[src/sv/peqc_pkg.sv]
// shared types, constants and codes of the pointer event queue controller
package peqc_pkg;

  localparam int RING_DEPTH_DEF = 16;

  localparam int PIX_X_W   = 11;
  localparam int PIX_Y_W   = 13;
  localparam int HGT_W     = 6;
  localparam int CELL_W    = 8;
  localparam int BTN_W     = 4;
  localparam int SHIFT_W   = 8;
  localparam int DEPTH_W   = 16;
  localparam int CFG_IDX_W = 2;
  localparam int CFG_DAT_W = 8;
  localparam int ENTRY_W   = BTN_W + 2 * CELL_W + SHIFT_W;

  // eight pixels per character column
  localparam int CELL_SHIFT  = 3;
  localparam int AREA_MARGIN = 2;

  // radix-16 restoring divider: four quotient bits per cycle
  localparam int DIV_STEP_BITS = 4;
  localparam int DIV_PAD_W     = 16;
  localparam int DIV_CYCLES    = DIV_PAD_W / DIV_STEP_BITS;

  localparam logic [DEPTH_W-1:0] HIDE_MAX = {DEPTH_W{1'b1}};

  localparam logic             ENABLE_RST      = 1'b1;
  localparam logic [HGT_W-1:0] CHAR_HEIGHT_RST = HGT_W'(16);
  localparam logic [CELL_W-1:0] COLUMNS_RST    = CELL_W'(80);
  localparam logic [CELL_W-1:0] ROWS_RST       = CELL_W'(25);

  typedef enum logic [2:0] {
    OP_REPORT    = 3'd0,
    OP_HIDE      = 3'd1,
    OP_SHOW      = 3'd2,
    OP_COND_HIDE = 3'd3,
    OP_GET       = 3'd4,
    OP_PREVIEW   = 3'd5,
    OP_CHECK     = 3'd6
  } op_t;

  typedef enum logic [2:0] {
    KIND_ERASE = 3'd0,
    KIND_DRAW  = 3'd1,
    KIND_EVENT = 3'd2,
    KIND_FULL  = 3'd3,
    KIND_CHECK = 3'd4
  } kind_t;

  typedef enum logic [CFG_IDX_W-1:0] {
    CFG_ENABLE      = 2'd0,
    CFG_CHAR_HEIGHT = 2'd1,
    CFG_COLUMNS     = 2'd2,
    CFG_TEXT_ROWS   = 2'd3
  } cfg_idx_t;

  typedef struct packed {
    logic  load;
    logic  set_cell;
    logic  hide;
    logic  cursor_off;
    logic  arm_hit;
    logic  draw;
    logic  unhide;
    logic  set_area;
    logic  ring_write;
    logic  ring_pop;
    logic  emit;
    logic  last;
    kind_t kind;
  } ctrl_cmd_t;

  typedef struct packed {
    op_t  op;
    logic enable;
    logic moved;
    logic btn_any;
    logic shown;
    logic depth_zero;
    logic pending;
    logic in_cur_area;
    logic in_new_area;
    logic ring_empty;
    logic ring_full;
    logic show_draws;
    logic div_done;
  } dp_status_t;

endpackage

[src/sv/peqc_ram.sv]
// generic single-write, single-read ram with registered read data
module peqc_ram #(
  parameter int WIDTH = peqc_pkg::ENTRY_W,
  parameter int DEPTH = peqc_pkg::RING_DEPTH_DEF
) (
  input  logic                     clk,
  input  logic                     we,
  input  logic [$clog2(DEPTH)-1:0] waddr,
  input  logic [WIDTH-1:0]         wdata,
  input  logic [$clog2(DEPTH)-1:0] raddr,
  output logic [WIDTH-1:0]         rdata
);

  logic [WIDTH-1:0] mem [DEPTH];

  always_ff @(posedge clk) begin
    if (we) begin
      mem[waddr] <= wdata;
    end
    rdata <= mem[raddr];
  end

endmodule

[src/sv/peqc_div.sv]
// iterative restoring divider for the pixel row to character row conversion
module peqc_div (
  input  logic                          clk,
  input  logic                          rst,
  input  logic                          start,
  input  logic [peqc_pkg::PIX_Y_W-1:0]  dividend,
  input  logic [peqc_pkg::HGT_W-1:0]    divisor,
  output logic                          done,
  output logic [peqc_pkg::PIX_Y_W-1:0]  quotient
);

  import peqc_pkg::*;

  localparam int CNT_W = $clog2(DIV_CYCLES);
  localparam logic [CNT_W-1:0] CNT_LAST = CNT_W'(DIV_CYCLES - 1);

  logic                 running;
  logic [CNT_W-1:0]     cnt;
  logic [DIV_PAD_W-1:0] num;
  logic [DIV_PAD_W-1:0] quo;
  logic [HGT_W-1:0]     rem;
  logic [HGT_W-1:0]     den;

  logic [DIV_PAD_W-1:0] num_next;
  logic [DIV_PAD_W-1:0] quo_next;
  logic [HGT_W-1:0]     rem_next;
  logic [HGT_W:0]       trial;

  // four compare-subtract steps on a 7-bit partial remainder
  always_comb begin
    rem_next = rem;
    num_next = num;
    quo_next = quo;
    trial    = '0;
    for (int i = 0; i < DIV_STEP_BITS; i++) begin
      trial    = {rem_next, num_next[DIV_PAD_W-1]};
      num_next = {num_next[DIV_PAD_W-2:0], 1'b0};
      if (trial >= {1'b0, den}) begin
        rem_next = HGT_W'(trial - {1'b0, den});
        quo_next = {quo_next[DIV_PAD_W-2:0], 1'b1};
      end else begin
        rem_next = trial[HGT_W-1:0];
        quo_next = {quo_next[DIV_PAD_W-2:0], 1'b0};
      end
    end
  end

  always_ff @(posedge clk) begin
    if (rst) begin
      running <= 1'b0;
      done    <= 1'b0;
      cnt     <= '0;
    end else if (start) begin
      running <= 1'b1;
      done    <= 1'b0;
      cnt     <= '0;
    end else if (running) begin
      cnt <= cnt + 1'b1;
      if (cnt == CNT_LAST) begin
        running <= 1'b0;
        done    <= 1'b1;
      end
    end else begin
      done <= 1'b0;
    end
  end

  always_ff @(posedge clk) begin
    if (start) begin
      num <= DIV_PAD_W'(dividend);
      quo <= '0;
      rem <= '0;
      den <= divisor;
    end else if (running) begin
      num <= num_next;
      quo <= quo_next;
      rem <= rem_next;
    end
  end

  assign quotient = quo[PIX_Y_W-1:0];

endmodule

[src/sv/peqc_dp.sv]
// datapath: configuration, cursor and hide state, cell conversion, event ring, result registers
module peqc_dp #(
  parameter int RING_DEPTH = peqc_pkg::RING_DEPTH_DEF
) (
  input  logic                            clk,
  input  logic                            rst,
  input  peqc_pkg::ctrl_cmd_t             cmd,
  output peqc_pkg::dp_status_t            stat,
  input  logic                            cfg_valid,
  input  logic [peqc_pkg::CFG_IDX_W-1:0]  cfg_index,
  input  logic [peqc_pkg::CFG_DAT_W-1:0]  cfg_data,
  input  logic [2:0]                      op,
  input  logic [peqc_pkg::PIX_X_W-1:0]    pixel_x,
  input  logic [peqc_pkg::PIX_Y_W-1:0]    pixel_y,
  input  logic                            moved,
  input  logic [peqc_pkg::BTN_W-1:0]      button_changes,
  input  logic [peqc_pkg::SHIFT_W-1:0]    key_shift_byte,
  input  logic [peqc_pkg::CELL_W-1:0]     area_left,
  input  logic [peqc_pkg::CELL_W-1:0]     area_top,
  input  logic [peqc_pkg::CELL_W-1:0]     area_right,
  input  logic [peqc_pkg::CELL_W-1:0]     area_bottom,
  output logic                            strobe,
  output logic [2:0]                      kind,
  output logic [peqc_pkg::CELL_W-1:0]     cell_x,
  output logic [peqc_pkg::CELL_W-1:0]     cell_y,
  output logic [peqc_pkg::BTN_W-1:0]      buttons,
  output logic [peqc_pkg::SHIFT_W-1:0]    shift_byte,
  output logic                            queue_not_empty,
  output logic                            last
);

  import peqc_pkg::*;

  localparam int PTR_W = $clog2(RING_DEPTH);
  localparam logic [PTR_W-1:0] PTR_LAST = PTR_W'(RING_DEPTH - 1);

  // configuration
  logic              enable_r;
  logic [HGT_W-1:0]  char_height;
  logic [CELL_W-1:0] columns;
  logic [CELL_W-1:0] text_rows;

  // item latched at accept
  logic [2:0]         op_r;
  logic [CELL_W-1:0]  col_raw;
  logic               moved_r;
  logic [BTN_W-1:0]   btn_r;
  logic [SHIFT_W-1:0] shift_r;
  logic [CELL_W-1:0]  req_left;
  logic [CELL_W-1:0]  req_top;
  logic [CELL_W-1:0]  req_right;
  logic [CELL_W-1:0]  req_bottom;

  // cursor and hide state
  logic [DEPTH_W-1:0] hide_depth;
  logic               hide_pending;
  logic [CELL_W-1:0]  hide_left;
  logic [CELL_W-1:0]  hide_top;
  logic [CELL_W-1:0]  hide_right;
  logic [CELL_W-1:0]  hide_bottom;
  logic               cursor_shown;
  logic [CELL_W-1:0]  shown_x;
  logic [CELL_W-1:0]  shown_y;
  logic [CELL_W-1:0]  cur_x;
  logic [CELL_W-1:0]  cur_y;
  logic [PTR_W-1:0]   wr_ptr;
  logic [PTR_W-1:0]   rd_ptr;

  logic [HGT_W-1:0]   height_eff;
  logic               div_done;
  logic [PIX_Y_W-1:0] quo;
  logic [CELL_W-1:0]  last_col;
  logic [CELL_W-1:0]  last_row;
  logic [CELL_W-1:0]  col_clamp;
  logic [CELL_W-1:0]  row_clamp;
  logic [CELL_W-1:0]  new_left;
  logic [CELL_W-1:0]  new_top;
  logic [CELL_W:0]    right_sum;
  logic [CELL_W:0]    bottom_sum;
  logic [CELL_W-1:0]  new_right;
  logic [CELL_W-1:0]  new_bottom;
  logic               in_new;
  logic               in_cur;
  logic [PTR_W-1:0]   wr_ptr_next;
  logic [PTR_W-1:0]   rd_ptr_next;
  logic               ring_empty;
  logic               ring_full;
  logic [ENTRY_W-1:0] ring_wdata;
  logic [ENTRY_W-1:0] ring_rdata;

  assign height_eff = (char_height == '0) ? HGT_W'(1) : char_height;

  peqc_div u_div (
    .clk      (clk),
    .rst      (rst),
    .start    (cmd.load),
    .dividend (pixel_y),
    .divisor  (height_eff),
    .done     (div_done),
    .quotient (quo)
  );

  // a zero register value counts as one
  assign last_col  = ((columns == '0) ? CELL_W'(1) : columns) - 1'b1;
  assign last_row  = ((text_rows == '0) ? CELL_W'(1) : text_rows) - 1'b1;
  assign col_clamp = (col_raw > last_col) ? last_col : col_raw;
  assign row_clamp = (quo > PIX_Y_W'(last_row)) ? last_row : quo[CELL_W-1:0];

  // requested rectangle widened by the margin, clipped to the cell range
  assign new_left   = (req_left >= CELL_W'(AREA_MARGIN)) ?
                      req_left - CELL_W'(AREA_MARGIN) : '0;
  assign new_top    = (req_top >= CELL_W'(AREA_MARGIN)) ?
                      req_top - CELL_W'(AREA_MARGIN) : '0;
  assign right_sum  = {1'b0, req_right} + (CELL_W + 1)'(AREA_MARGIN);
  assign bottom_sum = {1'b0, req_bottom} + (CELL_W + 1)'(AREA_MARGIN);
  assign new_right  = right_sum[CELL_W] ? {CELL_W{1'b1}} : right_sum[CELL_W-1:0];
  assign new_bottom = bottom_sum[CELL_W] ? {CELL_W{1'b1}} : bottom_sum[CELL_W-1:0];

  assign in_new = (cur_x >= new_left) && (cur_y >= new_top) &&
                  (cur_x <= new_right) && (cur_y <= new_bottom);
  assign in_cur = (cur_x >= hide_left) && (cur_y >= hide_top) &&
                  (cur_x <= hide_right) && (cur_y <= hide_bottom);

  assign wr_ptr_next = (wr_ptr == PTR_LAST) ? '0 : wr_ptr + 1'b1;
  assign rd_ptr_next = (rd_ptr == PTR_LAST) ? '0 : rd_ptr + 1'b1;
  assign ring_empty  = (wr_ptr == rd_ptr);
  assign ring_full   = (wr_ptr_next == rd_ptr);
  assign ring_wdata  = {shift_r, cur_y, cur_x, btn_r};

  peqc_ram #(
    .WIDTH (ENTRY_W),
    .DEPTH (RING_DEPTH)
  ) u_ring (
    .clk   (clk),
    .we    (cmd.ring_write),
    .waddr (wr_ptr),
    .wdata (ring_wdata),
    .raddr (rd_ptr),
    .rdata (ring_rdata)
  );

  always_comb begin
    stat.op          = op_t'(op_r);
    stat.enable      = enable_r;
    stat.moved       = moved_r;
    stat.btn_any     = |btn_r;
    stat.shown       = cursor_shown;
    stat.depth_zero  = (hide_depth == '0);
    stat.pending     = hide_pending;
    stat.in_cur_area = in_cur;
    stat.in_new_area = in_new;
    stat.ring_empty  = ring_empty;
    stat.ring_full   = ring_full;
    stat.show_draws  = !hide_pending && (hide_depth == DEPTH_W'(1));
    stat.div_done    = div_done;
  end

  always_ff @(posedge clk) begin
    if (cmd.load) begin
      op_r       <= op;
      col_raw    <= pixel_x[PIX_X_W-1:CELL_SHIFT];
      moved_r    <= moved;
      btn_r      <= button_changes;
      shift_r    <= key_shift_byte;
      req_left   <= area_left;
      req_top    <= area_top;
      req_right  <= area_right;
      req_bottom <= area_bottom;
    end
  end

  always_ff @(posedge clk) begin
    if (rst) begin
      enable_r     <= ENABLE_RST;
      char_height  <= CHAR_HEIGHT_RST;
      columns      <= COLUMNS_RST;
      text_rows    <= ROWS_RST;
      hide_depth   <= '0;
      hide_pending <= 1'b0;
      hide_left    <= '0;
      hide_top     <= '0;
      hide_right   <= '0;
      hide_bottom  <= '0;
      cursor_shown <= 1'b0;
      shown_x      <= '0;
      shown_y      <= '0;
      cur_x        <= '0;
      cur_y        <= '0;
      wr_ptr       <= '0;
      rd_ptr       <= '0;
      strobe       <= 1'b0;
    end else begin
      if (cfg_valid) begin
        case (cfg_idx_t'(cfg_index))
          CFG_ENABLE:      enable_r    <= cfg_data[0];
          CFG_CHAR_HEIGHT: char_height <= cfg_data[HGT_W-1:0];
          CFG_COLUMNS:     columns     <= cfg_data;
          CFG_TEXT_ROWS:   text_rows   <= cfg_data;
          default: ;
        endcase
      end

      if (cmd.set_cell) begin
        cur_x <= col_clamp;
        cur_y <= row_clamp;
      end

      if (cmd.hide) begin
        if (hide_depth != HIDE_MAX) begin
          hide_depth <= hide_depth + 1'b1;
        end
      end else if (cmd.arm_hit) begin
        hide_depth <= DEPTH_W'(1);
      end else if (cmd.unhide && !hide_pending && (hide_depth != '0)) begin
        hide_depth <= hide_depth - 1'b1;
      end

      // show during a pending conditional hide only drops the pending hide
      if (cmd.set_area) begin
        hide_pending <= !in_new;
      end else if (cmd.arm_hit || cmd.unhide) begin
        hide_pending <= 1'b0;
      end

      if (cmd.set_area) begin
        hide_left   <= new_left;
        hide_top    <= new_top;
        hide_right  <= new_right;
        hide_bottom <= new_bottom;
      end

      if (cmd.hide || cmd.cursor_off) begin
        cursor_shown <= 1'b0;
      end else if (cmd.draw) begin
        cursor_shown <= 1'b1;
        shown_x      <= cur_x;
        shown_y      <= cur_y;
      end

      if (cmd.ring_write) begin
        wr_ptr <= wr_ptr_next;
      end
      if (cmd.ring_pop) begin
        rd_ptr <= rd_ptr_next;
      end

      strobe <= cmd.emit;
    end
  end

  always_ff @(posedge clk) begin
    if (cmd.emit) begin
      kind <= cmd.kind;
      last <= cmd.last;
      case (cmd.kind)
        KIND_ERASE: begin
          cell_x          <= shown_x;
          cell_y          <= shown_y;
          buttons         <= '0;
          shift_byte      <= '0;
          queue_not_empty <= 1'b0;
        end
        KIND_DRAW: begin
          cell_x          <= cur_x;
          cell_y          <= cur_y;
          buttons         <= '0;
          shift_byte      <= '0;
          queue_not_empty <= 1'b0;
        end
        KIND_EVENT: begin
          if (ring_empty) begin
            cell_x          <= cur_x;
            cell_y          <= cur_y;
            buttons         <= '0;
            shift_byte      <= shift_r;
            queue_not_empty <= 1'b0;
          end else begin
            buttons         <= ring_rdata[BTN_W-1:0];
            cell_x          <= ring_rdata[BTN_W +: CELL_W];
            cell_y          <= ring_rdata[BTN_W + CELL_W +: CELL_W];
            shift_byte      <= ring_rdata[BTN_W + 2 * CELL_W +: SHIFT_W];
            queue_not_empty <= 1'b1;
          end
        end
        KIND_FULL: begin
          cell_x          <= cur_x;
          cell_y          <= cur_y;
          buttons         <= btn_r;
          shift_byte      <= shift_r;
          queue_not_empty <= 1'b1;
        end
        KIND_CHECK: begin
          cell_x          <= '0;
          cell_y          <= '0;
          buttons         <= '0;
          shift_byte      <= '0;
          queue_not_empty <= !ring_empty;
        end
        default: begin
          cell_x          <= '0;
          cell_y          <= '0;
          buttons         <= '0;
          shift_byte      <= '0;
          queue_not_empty <= 1'b0;
        end
      endcase
    end
  end

  a_no_write_when_full: assert property (@(posedge clk) disable iff (rst)
    cmd.ring_write |-> !ring_full)
    else $error("event written into a full ring");

  a_no_pop_when_empty: assert property (@(posedge clk) disable iff (rst)
    cmd.ring_pop |-> !ring_empty)
    else $error("event removed from an empty ring");

endmodule

[src/sv/peqc_ctrl.sv]
// controller: sequences each item and issues commands to the datapath
module peqc_ctrl (
  input  logic                  clk,
  input  logic                  rst,
  input  logic                  start,
  output logic                  busy,
  input  peqc_pkg::dp_status_t  stat,
  output peqc_pkg::ctrl_cmd_t   cmd
);

  import peqc_pkg::*;

  typedef enum logic [2:0] {
    S_IDLE,
    S_DECODE,
    S_DIV,
    S_MOVE,
    S_DRAW,
    S_FULL,
    S_READ
  } state_t;

  state_t state;
  state_t state_next;
  logic   full_due;
  logic   full_due_next;
  logic   move_hit;
  logic   move_draw;
  logic   move_full;

  assign busy = (state != S_IDLE);

  // decisions taken once the new cell is known
  assign move_hit  = stat.moved && stat.depth_zero && stat.pending && stat.in_cur_area;
  assign move_draw = stat.moved && stat.depth_zero && !move_hit;
  assign move_full = stat.btn_any && stat.ring_full;

  always_comb begin
    state_next    = state;
    full_due_next = full_due;
    cmd           = '0;
    cmd.kind      = KIND_ERASE;

    case (state)
      S_IDLE: begin
        if (start) begin
          cmd.load   = 1'b1;
          state_next = S_DECODE;
        end
      end

      S_DECODE: begin
        state_next = S_IDLE;
        if (stat.op == OP_CHECK) begin
          cmd.emit = 1'b1;
          cmd.last = 1'b1;
          cmd.kind = KIND_CHECK;
        end else if (stat.enable) begin
          case (stat.op)
            OP_REPORT: state_next = S_DIV;
            OP_HIDE: begin
              cmd.hide = 1'b1;
              if (stat.shown) begin
                cmd.emit = 1'b1;
                cmd.last = 1'b1;
                cmd.kind = KIND_ERASE;
              end
            end
            OP_SHOW: begin
              cmd.unhide = 1'b1;
              if (stat.show_draws) begin
                cmd.draw = 1'b1;
                cmd.emit = 1'b1;
                cmd.last = 1'b1;
                cmd.kind = KIND_DRAW;
              end
            end
            OP_COND_HIDE: begin
              if (stat.depth_zero) begin
                cmd.set_area = 1'b1;
                // pointer already inside: hide at once
                if (stat.in_new_area) begin
                  cmd.hide = 1'b1;
                  if (stat.shown) begin
                    cmd.emit = 1'b1;
                    cmd.last = 1'b1;
                    cmd.kind = KIND_ERASE;
                  end
                end
              end
            end
            OP_GET, OP_PREVIEW: begin
              if (stat.ring_empty) begin
                cmd.emit = 1'b1;
                cmd.last = 1'b1;
                cmd.kind = KIND_EVENT;
              end else begin
                state_next = S_READ;
              end
            end
            default: ;
          endcase
        end
      end

      S_READ: begin
        cmd.emit     = 1'b1;
        cmd.last     = 1'b1;
        cmd.kind     = KIND_EVENT;
        cmd.ring_pop = (stat.op == OP_GET);
        state_next   = S_IDLE;
      end

      S_DIV: begin
        if (stat.div_done) begin
          cmd.set_cell = 1'b1;
          state_next   = S_MOVE;
        end
      end

      S_MOVE: begin
        cmd.arm_hit    = move_hit;
        cmd.ring_write = stat.btn_any && !stat.ring_full;
        if (stat.moved && stat.shown) begin
          cmd.cursor_off = 1'b1;
          cmd.emit       = 1'b1;
          cmd.last       = !move_draw && !move_full;
          cmd.kind       = KIND_ERASE;
        end
        full_due_next = move_full;
        if (move_draw) begin
          state_next = S_DRAW;
        end else if (move_full) begin
          state_next = S_FULL;
        end else begin
          state_next = S_IDLE;
        end
      end

      S_DRAW: begin
        cmd.draw   = 1'b1;
        cmd.emit   = 1'b1;
        cmd.last   = !full_due;
        cmd.kind   = KIND_DRAW;
        state_next = full_due ? S_FULL : S_IDLE;
      end

      S_FULL: begin
        cmd.emit   = 1'b1;
        cmd.last   = 1'b1;
        cmd.kind   = KIND_FULL;
        state_next = S_IDLE;
      end

      default: state_next = S_IDLE;
    endcase
  end

  always_ff @(posedge clk) begin
    if (rst) begin
      state    <= S_IDLE;
      full_due <= 1'b0;
    end else begin
      state    <= state_next;
      full_due <= full_due_next;
    end
  end

  a_idle_no_result: assert property (@(posedge clk) disable iff (rst)
    (state == S_IDLE) |-> !cmd.emit)
    else $error("result issued while idle");

  a_last_ends_item: assert property (@(posedge clk) disable iff (rst)
    (cmd.emit && cmd.last) |=> (state == S_IDLE))
    else $error("final result not followed by idle");

  a_move_after_divide: assert property (@(posedge clk) disable iff (rst)
    (state == S_MOVE) |-> ($past(state) == S_DIV) && $past(stat.div_done))
    else $error("cursor step entered without a finished division");

endmodule

[src/sv/pointer_event_queue_controller.sv]
// top level of the pointer event queue controller
//
// An item is taken when start is high and busy is low; busy stays high until the
// item is finished. Results come out one per cycle on the result ports, each
// marked by strobe for a single cycle, with last on the final one; they cannot
// be held off, so the receiver must take every strobe. From accept to the next
// accept a report steps through decode, the radix-16 row divider (pixel_y /
// char_height, four quotient bits a cycle, the last divider state also loading
// the clamped cell), erase and queue, and idle, with a draw state and a queue
// full state added when needed. Get and preview on a non-empty queue also pass
// through a read state because of the registered ring read. A result shows on
// the ports the cycle after it is issued, while the next item may already be
// taken. The event ring needs no clearing after reset. Configuration writes are
// always accepted and must only happen while busy is low and no result is
// pending.
module pointer_event_queue_controller #(
  parameter int RING_DEPTH = peqc_pkg::RING_DEPTH_DEF
) (
  input  logic                            clk,
  input  logic                            rst,
  input  logic                            start,
  output logic                            busy,
  input  logic [2:0]                      op,
  input  logic [peqc_pkg::PIX_X_W-1:0]    pixel_x,
  input  logic [peqc_pkg::PIX_Y_W-1:0]    pixel_y,
  input  logic                            moved,
  input  logic [peqc_pkg::BTN_W-1:0]      button_changes,
  input  logic [peqc_pkg::SHIFT_W-1:0]    key_shift_byte,
  input  logic [peqc_pkg::CELL_W-1:0]     area_left,
  input  logic [peqc_pkg::CELL_W-1:0]     area_top,
  input  logic [peqc_pkg::CELL_W-1:0]     area_right,
  input  logic [peqc_pkg::CELL_W-1:0]     area_bottom,
  output logic                            strobe,
  output logic [2:0]                      kind,
  output logic [peqc_pkg::CELL_W-1:0]     cell_x,
  output logic [peqc_pkg::CELL_W-1:0]     cell_y,
  output logic [peqc_pkg::BTN_W-1:0]      buttons,
  output logic [peqc_pkg::SHIFT_W-1:0]    shift_byte,
  output logic                            queue_not_empty,
  output logic                            last,
  input  logic                            cfg_valid,
  output logic                            cfg_ready,
  input  logic [peqc_pkg::CFG_IDX_W-1:0]  cfg_index,
  input  logic [peqc_pkg::CFG_DAT_W-1:0]  cfg_data
);

  import peqc_pkg::*;

  ctrl_cmd_t  cmd;
  dp_status_t stat;

  assign cfg_ready = 1'b1;

  peqc_ctrl u_ctrl (
    .clk   (clk),
    .rst   (rst),
    .start (start),
    .busy  (busy),
    .stat  (stat),
    .cmd   (cmd)
  );

  peqc_dp #(
    .RING_DEPTH (RING_DEPTH)
  ) u_dp (
    .clk             (clk),
    .rst             (rst),
    .cmd             (cmd),
    .stat            (stat),
    .cfg_valid       (cfg_valid && cfg_ready),
    .cfg_index       (cfg_index),
    .cfg_data        (cfg_data),
    .op              (op),
    .pixel_x         (pixel_x),
    .pixel_y         (pixel_y),
    .moved           (moved),
    .button_changes  (button_changes),
    .key_shift_byte  (key_shift_byte),
    .area_left       (area_left),
    .area_top        (area_top),
    .area_right      (area_right),
    .area_bottom     (area_bottom),
    .strobe          (strobe),
    .kind            (kind),
    .cell_x          (cell_x),
    .cell_y          (cell_y),
    .buttons         (buttons),
    .shift_byte      (shift_byte),
    .queue_not_empty (queue_not_empty),
    .last            (last)
  );

endmodule

[config.mk]
export PLATFORM = sky130hd
export DESIGN_NAME = pointer_event_queue_controller
export DESIGN_NICKNAME = d
export VERILOG_FILES = /design/src/sv/peqc_pkg.sv /design/src/sv/peqc_ram.sv /design/src/sv/peqc_div.sv /design/src/sv/peqc_dp.sv /design/src/sv/peqc_ctrl.sv /design/src/sv/pointer_event_queue_controller.sv
export SDC_FILE = /design/constraint.sdc
export NUM_CORES = 1
export LEC_CHECK = 0
export ABC_AREA = 1
export BUFFER_PORTS_ARGS = -buffer_cell sky130_fd_sc_hd__buf_2
export CORE_ASPECT_RATIO = 0.5
export CORE_UTILIZATION = 40
export DETAILED_ROUTE_END_ITERATION = 10
export PLACE_DENSITY_LB_ADDON = 0.12
export SYNTH_ARGS = -nofsm -noshare
export SYNTH_HDL_FRONTEND = slang
export SYNTH_SLANG_ARGS = --single-unit
[constraint.sdc]
create_clock -name clk -period 5.45 [get_ports clk]
set_input_delay 0.545 -clock clk [delete_from_list [all_inputs] [get_ports clk]]
set_output_delay 0.545 -clock clk [all_outputs]
set_load 0.01 [all_outputs]
==> results.sh <==
export IMPL_layout_commonest_cell="edfxtp_1"
export IMPL_io_pins=122
export IMPL_portBuffers=117
export IMPL_postSynthAreaPerCell_um2=10.8
export IMPL_start_kind="flip-flop"
export IMPL_switching_share_pct=28.4
export IMPL_grt_max_degree=95
export IMPL_hpwl_mm=52.2
export IMPL_synth_edf_count=556
export IMPL_numCtsBuffers=69
export IMPL_dr_pass1_iters=7
export IMPL_fillCellCount=7334
export IMPL_nets=3399
export IMPL_fin_skew_ps=27.1
export IMPL_diodes=0
export IMPL_die_h_um=203
export IMPL_clk_pin_slew_ps=70
export IMPL_rsz0062_at_grt="yes"
export IMPL_worstHoldEndpoint="u_dp.btn_r[1]$_DFFE_PP_"
export IMPL_status="finished with violations"
export IMPL_cts_root_buffer="clkbuf_16"
export IMPL_required_ps=5980
export IMPL_hold_depth=1
export IMPL_num_rows=73
export IMPL_drtIter0Drc=1697
export IMPL_crit_fanout=6
export IMPL_hold_viol=0
export IMPL_start_util_pct=40.6
export IMPL_synth_nets=3214
export IMPL_die_area_um2=82100
export IMPL_critPathKind="flip-flop to flip-flop"
export IMPL_clkPwrFrac_pct=31.7
export IMPL_grt_pass1_vias=21900
export IMPL_gr_total_overflow=0
export IMPL_power_share_sequential_pct=40.7
export IMPL_totalWireLength_mm=85.9
export IMPL_die_w_um=404
export IMPL_synth_seq_cells=728
export IMPL_routabilityCongestion=0.823
export IMPL_synth_fa_ha_area_share_pct=4.85
export IMPL_final_cell_mix="edfxtp_1, nor2_1, nand2_1, o21ai_0, inv_1"
export IMPL_r2r_slack_ps=-40
export IMPL_r2r_end="u_dp.u_div.rem[4]$_SDFFE_PP0P_"
export IMPL_netSwitchingPower_w=0.00432
export IMPL_crit_arrival_ps=6020
export IMPL_cts_buffer_depth=3
export IMPL_synth_ff_type="edfxtp_1"
export IMPL_hold_path_startpoint="button_changes[1]"
export IMPL_p_int_w=0.0109
export IMPL_worst_pin_slew_ps=1200
export IMPL_holdCritPathClass="primary input to flip-flop"
export IMPL_async_flop_share_pct=0
export IMPL_synth_top_family_by_area="simple AND/OR/NAND/NOR gates"
export IMPL_antenna_found_initial=2
export IMPL_violations="negative setup slack"
export IMPL_design_area_um2=37500
export IMPL_cap_violations=0
export IMPL_synthXorXnorAreaFrac_pct=1.41
export IMPL_vias=22700
export IMPL_worst_slack_ps=-42.7
export IMPL_muxShareOfSynthArea_pct=1.45
export IMPL_power_density_nw_per_um2=406
export IMPL_rr_worst_depth=39
export IMPL_viasPerCell=5.23
export IMPL_peakVddDrop_mv=0.536
export IMPL_cts_hold_buffers=0
export IMPL_area_growth_pct=16.0
export IMPL_power_leakage_nw=14.0
export IMPL_fmax_mhz=182
export IMPL_critical_path_top_delay_family="compound AO/OA/AOI/OAI gates"
export IMPL_coreArea_um2=79700
export IMPL_grt_pass1_wl_mm=130
export IMPL_yosys_warnings=0
export IMPL_drv_slew=0
export IMPL_dp_cells=4172
export IMPL_h_tree_depth=3
export IMPL_drc_errors=0
export IMPL_slew_headroom_pct=20.2
export IMPL_dp_slack_ps=-284
export IMPL_period_share_pct=101
export IMPL_cp_end_kind="flip-flop"
export IMPL_slowest_delay_ps=390
export IMPL_wl_per_cell_um=19.8
export IMPL_grt_use_total_pct=20.9
export IMPL_drtAntennaViolNets=0
export IMPL_power_frac_comb_pct=27.6
export IMPL_clk_latency_ps=650
export IMPL_period_needed_ps=5490
export IMPL_cts_tree="built"
export IMPL_fin_cells=4332
export IMPL_synth_cells=3005
export IMPL_placed_area_um2=34700
export IMPL_drive_above_1_share_pct=15.4
export IMPL_synthSimpleGateAreaFrac_pct=14.3
export IMPL_setup_viol=5
export IMPL_cp_slowest_cell="edfxtp_1"
export IMPL_synth_cell_types=56
export IMPL_netlist_area_um2=32400
export IMPL_cts_sinks=728
export IMPL_synth_compound_area_share_pct=11.3
export IMPL_timing_rr_start="u_dp.u_div.den[4]$_SDFFCE_PN0P_"
export IMPL_ys_seq_area_share_pct=62.3
export IMPL_cp_num_buf_inv=6
power groups by stage:
stage                     registers (W)  logic (W)  clock network [W]
after floorplan                 0.00627    0.00191                  0
after global placement          0.00631    0.00324                  0
after detailed placement        0.00631    0.00329                  0
after CTS                       0.00619    0.00367            0.00495
after global routing            0.00620    0.00464            0.00515
final                           0.00619    0.00420            0.00483
kinds of logic after synthesis:
| kind of cell | count (synthesis) |
|---|---|
| simple gates | 1097 |
| flops | 728 |
| compound gates | 591 |
| buf+inv | 366 |
| fa+ha+maj | 123 |
| xor+xnor | 52 |
| mux | 47 |
| other cells | 1 |
synth_stat cells, types with 10 or more instances:
cell type	n	area (µm²)
inv_2	10	37.5
a22o_1	11	96.3
ha_1	119	1490
mux2i_1	47	470
o221ai_1	47	412
edfxtp_1	556	16700
nor2_1	444	1670
inv_1	215	807
xnor2_1	12	105
nand3_1	130	651
nand4_1	32	200
a22oi_1	21	158
nand2_1	419	1570
clkbuf_1	106	398
o211ai_1	30	225
o32ai_1	66	578
nor3_1	22	110
buf_2	17	85.1
xor2_1	40	350
a211oi_1	10	75.1
a21oi_1	133	666
dfxtp_1	172	3440
o21ai_0	236	1180
worst reg2reg max path, delay by kind of cell, from the launching register on:
kind	cells	cell delay [ps]
compound gates	13	1920
fa+ha+maj	4	950
flops	1	390
simple gates	16	1480
buf+inv	6	650
routing by layer:
metal	wire length [µm]	global-route usage (%)
met1	40000	28.6
met2	40000	34.3
met3	3760	3.14
met4	2140	6.29
met5	0	0
what timing repair did:
action	4_1_cts	5_1_grt
endpoints found under the setup margin	7	7
pin swaps	16	26
resized for setup	26	59
buffers inserted	20	13
gates cloned	1	0
flip-flops by register name (all words and copies together) (netlist names), 13 cells and up:
register / flops
u_dp.u_div.num: 16
u_dp.u_ring.mem: 448
u_dp.u_ring.rdata: 28
u_dp.u_div.quo: 13
u_dp.hide_depth: 16
worst max-delay path by stage:
stage                                         start                        endpoint  cells after the start
floorplan           u_dp.u_div.den[1]$_SDFFCE_PN0P_  u_dp.u_div.rem[2]$_SDFFE_PP0P_                     41
global placement    u_dp.u_div.den[3]$_SDFFCE_PN0P_  u_dp.u_div.rem[4]$_SDFFE_PP0P_                     40
detailed placement  u_dp.u_div.den[5]$_SDFFCE_PN0P_  u_dp.u_div.rem[4]$_SDFFE_PP0P_                     40
CTS                 u_dp.u_div.den[1]$_SDFFCE_PN0P_  u_dp.u_div.rem[2]$_SDFFE_PP0P_                     41
global route        u_dp.u_div.den[5]$_SDFFCE_PN0P_  u_dp.u_div.rem[2]$_SDFFE_PP0P_                     40
finish              u_dp.u_div.den[4]$_SDFFCE_PN0P_  u_dp.u_div.rem[4]$_SDFFE_PP0P_                     39
metrics by stage:
| step | util [%] | setup TNS [ps] | power, W | hold WS (ps) |
|---|---|---|---|---|
| floorplan | - | -11.8 | 0.00818 | 423 |
| global placement | 43.5 | -685 | 0.00955 | 429 |
| detailed placement | 43.5 | -1750 | 0.00960 | 432 |
| CTS | 46.6 | 0 | 0.0148 | 25.8 |
| global route | 47.1 | -2750 | 0.0160 | 42.5 |
| finish | 47.1 | -98.9 | 0.0152 | 69.7 |
area by class of cell:
type,instances,area [µm²],share of cell area (%)
clock buffer,95,1910,5.08
clock inverter,31,298,0.793
inverter,227,867,2.31
multi-input combinational,1911,11300,30.2
sequential,728,20100,53.7
tap,1087,1360,3.62
timing repair buffer,252,1620,4.31
timing repair inverter,1,7.51,0.0200
Power figures use the tool's default switching activity.
